[config.mk]
export PLATFORM = sky130hd
export DESIGN_NAME = debounced_rotary_encoder_decoder
export DESIGN_NICKNAME = d
export VERILOG_FILES = /design/src/design/dred_pkg.sv /design/src/design/dred_in_stage.sv /design/src/design/dred_core.sv /design/src/design/dred_out_stage.sv /design/src/design/debounced_rotary_encoder_decoder.sv
export SDC_FILE = /design/constraint.sdc
export NUM_CORES = 1
export LEC_CHECK = 0
export BUFFER_PORTS_ARGS = -buffer_cell sky130_fd_sc_hd__clkbuf_2
export CAP_MARGIN = 5
export CORE_UTILIZATION = 51
export DETAILED_ROUTE_END_ITERATION = 8
export GPL_TIMING_DRIVEN = 0
export PLACE_DENSITY = 0.72
export SYNTH_ARGS = -nofsm -noshare
export SYNTH_HDL_FRONTEND = slang
export SYNTH_HIERARCHICAL = 1
export SYNTH_SLANG_ARGS = --single-unit
[constraint.sdc]
create_clock -name clk -period 8.15 [get_ports clk]
set_input_delay 2.0375 -clock clk [delete_from_list [all_inputs] [get_ports clk]]
set_output_delay 2.0375 -clock clk [all_outputs]
set_load 0.01 [all_outputs]
[src/design/dred_pkg.sv]
// Shared types and constants for the debounced rotary encoder decoder.
`timescale 1ns / 1ps

package dred_pkg;

	localparam int COUNT_WIDTH     = 32;
	localparam int TIME_WIDTH      = 64;
	localparam int IN_TIME_WIDTH   = 64;
	localparam int TOTAL_WIDTH     = 32;
	localparam int SETTLE_WIDTH    = 32;
	localparam int CFG_INDEX_WIDTH = 2;
	localparam int CFG_DATA_WIDTH  = 32;
	localparam int CODE_WIDTH      = 2;
	localparam int CMP_WIDTH       = (TIME_WIDTH > SETTLE_WIDTH) ? TIME_WIDTH : SETTLE_WIDTH;

	localparam logic [CFG_INDEX_WIDTH-1:0] REG_SETTLE_TIME = 2'd0;
	localparam logic [CFG_INDEX_WIDTH-1:0] REG_A_ACTIVE    = 2'd1;
	localparam logic [CFG_INDEX_WIDTH-1:0] REG_B_ACTIVE    = 2'd2;
	localparam logic [CFG_INDEX_WIDTH-1:0] REG_INVERT_DIR  = 2'd3;

	localparam logic [CODE_WIDTH-1:0] CODE_IDLE = 2'd0;
	localparam logic [CODE_WIDTH-1:0] CODE_CCW  = 2'd1;
	localparam logic [CODE_WIDTH-1:0] CODE_CW   = 2'd2;

	localparam logic [SETTLE_WIDTH-1:0] SETTLE_RESET = 32'd1000;

	typedef logic [COUNT_WIDTH-1:0] count_t;
	typedef logic [TIME_WIDTH-1:0]  time_t;
	typedef logic [CODE_WIDTH-1:0]  code_t;

	typedef struct packed {
		logic [IN_TIME_WIDTH-1:0] time_us;
		logic                     pin_a;
		logic                     pin_b;
	} dred_in_t;

	typedef struct packed {
		logic                   step_cw;
		logic                   step_ccw;
		logic [TOTAL_WIDTH-1:0] cw_total;
		logic [TOTAL_WIDTH-1:0] ccw_total;
	} dred_out_t;

	typedef struct packed {
		logic [SETTLE_WIDTH-1:0] settle_time_us;
		logic                    a_active_high;
		logic                    b_active_high;
		logic                    invert_direction;
	} dred_cfg_t;

	// One polled sample after polarity correction
	typedef struct packed {
		time_t now;
		code_t code;
	} dred_sample_t;

endpackage

[src/design/dred_in_stage.sv]
// Input register: capture a poll request and form the polarity-corrected pin code.
`timescale 1ns / 1ps

module dred_in_stage (
	input  logic                  clk,
	input  logic                  arst_n,
	input  logic                  load,
	input  logic                  drain,
	input  dred_pkg::dred_in_t    in_data,
	input  dred_pkg::dred_cfg_t   cfg,
	output logic                  valid_s1,
	output dred_pkg::dred_sample_t sample_s1
);
	import dred_pkg::*;

	logic lev_a;
	logic lev_b;

	// Inverted pins read active low
	assign lev_a = in_data.pin_a ^ ~cfg.a_active_high;
	assign lev_b = in_data.pin_b ^ ~cfg.b_active_high;

	always_ff @(posedge clk or negedge arst_n) begin
		if (!arst_n) begin
			valid_s1 <= 1'b0;
		end else if (load) begin
			valid_s1 <= 1'b1;
		end else if (drain) begin
			valid_s1 <= 1'b0;
		end
	end

	always_ff @(posedge clk) begin
		if (load) begin
			sample_s1.now  <= TIME_WIDTH'(in_data.time_us);
			sample_s1.code <= {lev_a, lev_b};
		end
	end

endmodule

[src/design/dred_core.sv]
// Debounce state, settle timer compare and detent counters.
`timescale 1ns / 1ps

module dred_core (
	input  logic                   clk,
	input  logic                   arst_n,
	input  logic                   fire,
	input  dred_pkg::dred_sample_t sample_s1,
	input  dred_pkg::dred_cfg_t    cfg,
	output dred_pkg::dred_out_t    result
);
	import dred_pkg::*;

	code_t  current_code_q;
	code_t  last_code_q;
	logic   accepted_q;
	time_t  change_time_q;
	count_t cw_count_q;
	count_t ccw_count_q;

	time_t  elapsed;
	logic   same_code;
	logic   settle_done;
	logic   take_code;
	logic   detent;
	logic   is_cw;
	logic   pulse_cw;
	logic   pulse_ccw;
	count_t cw_next;
	count_t ccw_next;

	always_comb begin
		same_code   = (sample_s1.code == current_code_q);
		elapsed     = sample_s1.now - change_time_q;
		settle_done = (CMP_WIDTH'(elapsed) >= CMP_WIDTH'(cfg.settle_time_us));
		take_code   = same_code && !accepted_q && settle_done;
		detent      = take_code && (last_code_q == CODE_IDLE) &&
			((sample_s1.code == CODE_CCW) || (sample_s1.code == CODE_CW));
		is_cw       = (sample_s1.code == CODE_CW) ^ cfg.invert_direction;
		pulse_cw    = detent && is_cw;
		pulse_ccw   = detent && !is_cw;
		cw_next     = cw_count_q + count_t'(pulse_cw);
		ccw_next    = ccw_count_q + count_t'(pulse_ccw);

		result.step_cw   = pulse_cw;
		result.step_ccw  = pulse_ccw;
		result.cw_total  = TOTAL_WIDTH'(cw_next);
		result.ccw_total = TOTAL_WIDTH'(ccw_next);
	end

	always_ff @(posedge clk or negedge arst_n) begin
		if (!arst_n) begin
			current_code_q <= CODE_IDLE;
			last_code_q    <= CODE_IDLE;
			accepted_q     <= 1'b0;
			change_time_q  <= '0;
			cw_count_q     <= '0;
			ccw_count_q    <= '0;
		end else if (fire) begin
			cw_count_q  <= cw_next;
			ccw_count_q <= ccw_next;
			if (!same_code) begin
				// restart the settle timer on any code change
				current_code_q <= sample_s1.code;
				accepted_q     <= 1'b0;
				change_time_q  <= sample_s1.now;
			end else if (take_code) begin
				accepted_q  <= 1'b1;
				last_code_q <= sample_s1.code;
			end
		end
	end

endmodule

[src/design/dred_out_stage.sv]
// Result register: hold a finished result until the consumer takes it.
`timescale 1ns / 1ps

module dred_out_stage (
	input  logic                clk,
	input  logic                arst_n,
	input  logic                load,
	input  logic                out_ready,
	input  dred_pkg::dred_out_t result,
	output logic                out_valid,
	output dred_pkg::dred_out_t out_data
);
	import dred_pkg::*;

	always_ff @(posedge clk or negedge arst_n) begin
		if (!arst_n) begin
			out_valid <= 1'b0;
		end else if (load) begin
			out_valid <= 1'b1;
		end else if (out_ready) begin
			out_valid <= 1'b0;
		end
	end

	always_ff @(posedge clk) begin
		if (load) begin
			out_data <= result;
		end
	end

endmodule

[src/design/debounced_rotary_encoder_decoder.sv]
// Top level of the debounced rotary encoder decoder: handshake, config registers, stages.
`timescale 1ns / 1ps

//  channel | signals                          | moves
//  --------+----------------------------------+------------------------------------
//  in      | in_valid, in_ready, in_data      | one poll request: time_us, pin_a/b
//  out     | out_valid, out_ready, out_data   | one result per poll: pulses, totals
//  cfg     | cfg_we, cfg_index, cfg_wdata     | register write, no wait, no read-back
//
//  A result is registered after its request is accepted: input register,
//  then the settle compare (64-bit subtract and compare) into the result register.
//  Throughput is one request per cycle while the output does not stall; the state update for a poll completes in
//  the cycle it moves from the input register to the result register.
//  Reset clears control state and the debounce state; settle time resets to 1000.
//  An output stall holds the result register and then the input register.

module debounced_rotary_encoder_decoder (
	input  logic                                     clk,
	input  logic                                     arst_n,
	input  logic                                     in_valid,
	output logic                                     in_ready,
	input  dred_pkg::dred_in_t                       in_data,
	output logic                                     out_valid,
	input  logic                                     out_ready,
	output dred_pkg::dred_out_t                      out_data,
	input  logic                                     cfg_we,
	input  logic [dred_pkg::CFG_INDEX_WIDTH-1:0]     cfg_index,
	input  logic [dred_pkg::CFG_DATA_WIDTH-1:0]      cfg_wdata
);
	import dred_pkg::*;

	dred_cfg_t    cfg_q;
	logic         valid_s1;
	dred_sample_t sample_s1;
	dred_out_t    result;
	logic         advance;
	logic         fire;
	logic         load_in;

	// Configuration registers; the user must write them only while the block is idle (the block does not enforce it)
	always_ff @(posedge clk or negedge arst_n) begin
		if (!arst_n) begin
			cfg_q.settle_time_us   <= SETTLE_RESET;
			cfg_q.a_active_high    <= 1'b0;
			cfg_q.b_active_high    <= 1'b0;
			cfg_q.invert_direction <= 1'b0;
		end else if (cfg_we) begin
			unique case (cfg_index)
				REG_SETTLE_TIME: begin
					cfg_q.settle_time_us <= SETTLE_WIDTH'(cfg_wdata);
				end
				REG_A_ACTIVE: begin
					cfg_q.a_active_high <= cfg_wdata[0];
				end
				REG_B_ACTIVE: begin
					cfg_q.b_active_high <= cfg_wdata[0];
				end
				REG_INVERT_DIR: begin
					cfg_q.invert_direction <= cfg_wdata[0];
				end
				default: begin
				end
			endcase
		end
	end

	// The result register can take a new result when empty or being drained
	assign advance  = !out_valid || out_ready;
	assign fire     = valid_s1 && advance;
	// The input register frees up whenever its request moves on
	assign in_ready = !valid_s1 || advance;
	assign load_in  = in_valid && in_ready;

	dred_in_stage u_in_stage (
		.clk       (clk),
		.arst_n    (arst_n),
		.load      (load_in),
		.drain     (fire),
		.in_data   (in_data),
		.cfg       (cfg_q),
		.valid_s1  (valid_s1),
		.sample_s1 (sample_s1)
	);

	dred_core u_core (
		.clk       (clk),
		.arst_n    (arst_n),
		.fire      (fire),
		.sample_s1 (sample_s1),
		.cfg       (cfg_q),
		.result    (result)
	);

	dred_out_stage u_out_stage (
		.clk       (clk),
		.arst_n    (arst_n),
		.load      (fire),
		.out_ready (out_ready),
		.result    (result),
		.out_valid (out_valid),
		.out_data  (out_data)
	);

	// A poll never counts a detent in both directions
	a_one_direction: assert property (@(posedge clk) disable iff (!arst_n)
		out_valid |-> !(out_data.step_cw && out_data.step_ccw))
		else $error("both step pulses set on one result");

	// Backpressure reaches the input only when both registers are full and stalled
	a_ready_only_when_full: assert property (@(posedge clk) disable iff (!arst_n)
		!in_ready |-> (valid_s1 && out_valid && !out_ready))
		else $error("input stalled without a full pipeline");

	// A request that leaves the input register shows up as a result next cycle
	a_fire_gives_result: assert property (@(posedge clk) disable iff (!arst_n)
		fire |=> out_valid)
		else $error("result lost after stage advance");

	// The input register empties only by handing its request on
	a_s1_no_drop: assert property (@(posedge clk) disable iff (!arst_n)
		(valid_s1 && !advance) |=> valid_s1)
		else $error("input register dropped a request");

endmodule

== Word level (Yosys, flattened, before mapping) ==
Index checks and enable logic that the tools add are counted.
Storage, ports and cells
  register bits: 302
  bits of input ports: 105
  output and inout bits: 68
  bits in read-only memories: 0
  memories: 0
  bits in writable memories: 0
  latch bits: 0
Cells by class
  order comparisons: 1
  reductions and logical operators: 26
  divide/modulo/power cells: 0
  muxes and demuxes: 6
  bitwise gates (word level): 6
  equal/unequal tests: 7
  $add $sub $neg: 3
  shift operators: 0
  multiply operators: 0
Operators by type and width (number)
  adder 32 x 1 -> 32 bit: 2
  greater-or-equal comparator 64 x 32 -> 1 bit: 1
  subtractor 64 bit: 1
  AND reduction 2 bit: 6
  logical AND 1 bit: 8
  == test 2 bit, second input constant: 3
  2-to-1 mux 1 bit: 6
  == test 2 x 1 -> 1 bit, second input constant: 2
  logical NOT 1 bit: 4
  logical NOT 2 bit: 2
  nonzero test 2 bit: 2
  logical OR 1 bit: 3
  NOT 1 bit: 3
  AND reduction 3 bit: 1
  XOR 1 bit: 3
  == test 2 bit: 1
  != test 2 bit, second input constant: 1

== Longest topological paths before layout ==
  word-level depth: 7
  gate-level depth with buffers: 38
  mapped depth without buffers: 36

== Cells and area by module ==
The synthesis kept the hierarchy.
By module, submodules not included
  dred_core: instances 1, seq. area each 3328.2 um^2, area each 12125.4 um^2, cells an instance 1458
  dred_in_stage: instances 1, seq. area each 2006.9 um^2, area each 2035.7 um^2, cells an instance 71
  dred_out_stage: instances 1, seq. area each 2006.9 um^2, area each 2018.2 um^2, cells an instance 69
  debounced_rotary_encoder_decoder: instances 1, seq. area each 883.3 um^2, area each 1375.1 um^2, cells an instance 81

== Worst setup path after synthesis ==
No wires, ideal clock.
  path type: input to register
  from: in out_ready
  to: reg u_core.change_time_q[26]
  buffers on the path: 3
  stages on the path: 7
  library setup time: 125 ps
  data arrival time: 8296 ps
  slack: -271 ps
  cells stage by stage: inv_1 -> a21boi_0 -> clkbuf_1 -> nand2_1 -> clkbuf_1 -> clkbuf_1 -> mux2_2
On the way
  word-level cells in the longest chain between the ends: 3
Ends and longest elaborated chain
  start: declaration: line debounced_rotary_encoder_decoder.sv:24  | input logic out_ready,
  logical OR 1 bit: line debounced_rotary_encoder_decoder.sv:68  | assign advance = !out_valid || out_ready;
  logical AND 1 bit: line debounced_rotary_encoder_decoder.sv:69  | assign fire = valid_s1 && advance;
  via fire: line debounced_rotary_encoder_decoder.sv:37  | logic fire;
  AND reduction 2 bit (no source line)
  end signal: assignment: line dred_core.sv:66  | change_time_q <= sample_s1.now;
  end: declaration: line dred_core.sv:17  | time_t change_time_q;
The timed path passes the listed nets, and every way through them passes these cells.
A chain may end at the register's enable or synchronous reset.

==> results.tsv <==
metric	value	unit
nets	2098	
worst_slew_pin_slew	0.8501	ns
clock_skew	0.01411	ns
dieArea	35170	um^2
cpPeakStageDelay	0.41	ns
max_slew_margin	0.4281	
synthTopCellsByCount	164 x dfrtp_1, 160 x nand2_1, 132 x edfxtp_1	
critPathMostFrequentCell	and3_1	
fillers	2901	
cts_tree	yes	
crit_required	8.47	ns
n_antenna_cell	0	
synthesis.nets	1885	
final_antenna_net_count	0	
seq_power_share	0.288	
synth_ff_type	dfrtp_1	
placed_area	19100	um^2
yosysMostFrequentCell	dfrtp_1	
grt_pass1_vias	12853	
globalplace.congestion	0.9051	
routedWlPerCell	17.66	um
core-area	33700	um^2
netlist_instances	1679	
synthDistinctLibCells	91	
cts_num_sinks	302	
async_flop_share	0.5629	
multi_input_area	8661	um^2
yosysSeqAreaShare	0.4686	
clkPwrFrac	0.177	
grtUsageTotal	0.2373	
start_util	0.5209	
switchingPower	0.003252	W
yosysTopAreaCell	dfrtp_1	
routed-via-count	13307	
setup_ws	0.3486	ns
irDropWorstVdd	0.0002260	V
row_count	67	
internal_power	0.004378	W
synth_edf_count	132	
cts_inserted_buffers	31	
synth.area.top_cells	dfrtp_1 23%, edfxtp_1 23%, ha_1 7.1%	
powerDensity	377.2	nW/um^2
leakage	8.983	nW
register_area	8225	um^2
post-route-min-period	7.801	ns
syn_area_per_cell	10.46	um^2
r2r_cells	33	
critPathLaunchType	register	
cts_root_buffer	clkbuf_16	
hold_ws	0.4862	ns
sw_frac_of_total	0.4262	
finalMaxSlewViolations	0	
fin_crit_sh	0.9572	
ios	173	
cts.path.max_buffers	3	
ys_ff_latch	302	
firstDrtPassIters	5	
crit_slowest_cell	edfxtp_1	
fin_total_pwr	0.007630	W
dp.cells	2303	
hold_class	reg -> reg	
clk_pin_slew_worst_paths	0.06	ns
fmax	0.1282	GHz
rsz0062_at_grt	no	
synth_top_area_frac	0.2338	
vias_per_cell	5.627	
pre_cts_slack	-0.3939	ns
synth_area	17550	um^2
status	finished, final reports clean	
cts_hold_buf	0	
finalNonFillerCells	2365	
worst_skew_pair.late_latency	0.58	ns
stdcell_area	20230	um^2
path_class	reg -> reg	
dieHeight	187.5	um
grt_pass1_wl	66910	um
cp-end-kind	register	
hold_path_depth	1	
route.detailed.drc	0	
combPwrFrac	0.535	
grt_max_degree	102	
port_buffers	172	
ys.warnings.count	6	
hold_violations	0	
synthToLayoutAreaGrowth	15.22	%
grt_remaining_overflow	0	
cp_max_fo	8	
htree_levels	1	
drt_iter0_drc	896	
arrival	8.12	ns
wirelength	41760	um
layout-drive-gt1-share	0.2248	
die_x	187.5	um
maxCapViolCount	0	
antenna_found_initial	0	
finalSetupViolations	0	
dp_hpwl	32230	um
[placed cells by master (no fill, tap or decap), types with 8 or more instances in the layout]
| cell | instances |
|---|---|
| o21ai_1 | 16 |
| ha_1 | 100 |
| edfxtp_1 | 132 |
| clkbuf_16 | 31 |
| buf_2 | 28 |
| o21ai_0 | 53 |
| mux2_2 | 104 |
| a21oi_2 | 8 |
| nand4_1 | 51 |
| o21a_1 | 11 |
| clkbuf_2 | 173 |
| inv_1 | 120 |
| o211ai_1 | 8 |
| and3_1 | 25 |
| a21o_1 | 21 |
| clkbuf_1 | 36 |
| nand3_1 | 41 |
| a21oi_1 | 105 |
| nor3_1 | 23 |
| xor2_1 | 70 |
| dfrtp_1 | 164 |
| o21bai_1 | 9 |
| xnor2_1 | 99 |
| nand2_1 | 159 |
| nor2_1 | 103 |
| a211oi_1 | 11 |
| a31oi_1 | 10 |
[through the flow]
step / setup TNS, ns / utilization
finish: 0 / 0.6002
global route: 0 / 0.6002
CTS: 0 / 0.5969
detailed placement: -7.999 / 0.5668
global placement: -28.83 / 0.5631
floorplan: 0 / -
[area by class of cell]
| type | count | share of cell area |
|---|---|---|
| multi-input combinational | 1185 | 0.4282 |
| sequential | 302 | 0.4067 |
| timing repair buffer | 180 | 0.04955 |
| clock buffer | 41 | 0.04268 |
| tap | 448 | 0.02771 |
| inverter | 120 | 0.02227 |
| buffer | 72 | 0.01689 |
| clock inverter | 17 | 0.006062 |
[kinds of logic after synthesis]
kind of cell,after synthesis,synth area share
simple gates,476,0.1344
mux,110,0.07028
buf+inv,192,0.04512
compound gates,328,0.1244
fa+ha+maj,101,0.07242
flops,302,0.4686
xor+xnor,170,0.08482
[flip-flops by register name, summed over array words and instances, names as in the netlist]
register,flops
u_core/accepted_q,1
u_out_stage/out_data,66
u_core/cw_count_q,32
u_in_stage/sample_s1,66
u_core/current_code_q,2
u_in_stage/valid_s1,1
cfg_q,35
u_core/change_time_q,64
u_core/ccw_count_q,32
u_core/last_code_q,2
u_out_stage/out_valid,1
[worst max-delay path: cells and delay by family (launching register included)]
family | cells | cell delay (ns)
xor+xnor | 2 | 0.27
flops | 1 | 0.41
buf+inv | 2 | 0.37
compound gates | 10 | 2.44
fa+ha+maj | 4 | 1.04
simple gates | 15 | 3.01
[worst paths after layout]
kind                                           from  slack, ns                        to
setup / recovery           u_in_stage/sample_s1[14]       0.35  u_out_stage/out_data[60]
hold / removal                            cfg_q[25]       0.49                 cfg_q[25]
setup reg to reg           u_in_stage/sample_s1[14]       0.35  u_out_stage/out_data[60]
hold reg to reg                           cfg_q[25]       0.49                 cfg_q[25]
max in group asynchronous                    arst_n       5.74                 cfg_q[33]
min in group asynchronous                    arst_n       1.45     u_core/cw_count_q[20]
[power groups by stage]
stage | logic (W) | registers (W) | clock network, W
floorplan | 0.00283 | 0.00225 | 0
global placement | 0.00387 | 0.00224 | 0
detailed placement | 0.00397 | 0.00223 | 0
CTS | 0.00401 | 0.00220 | 0.00138
global route | 0.00450 | 0.00224 | 0.00144
finish | 0.00408 | 0.00220 | 0.00135
[per-layer routing]
layer  GRT usage  share of wire
met5           0              0
met4     0.07192          0.028
met3     0.02602          0.043
met2      0.4046           0.48
met1      0.3185           0.45
[repair_timing]
item                                    in CTS  in global routing
buffers inserted                             1                  3
pin swaps                                    1                  9
endpoints found under the setup margin      43                 54
gates resized for setup                      3                 19
endpoints found under the hold margin        0                  0
Note: power is estimated with default switching activity, not from simulation.
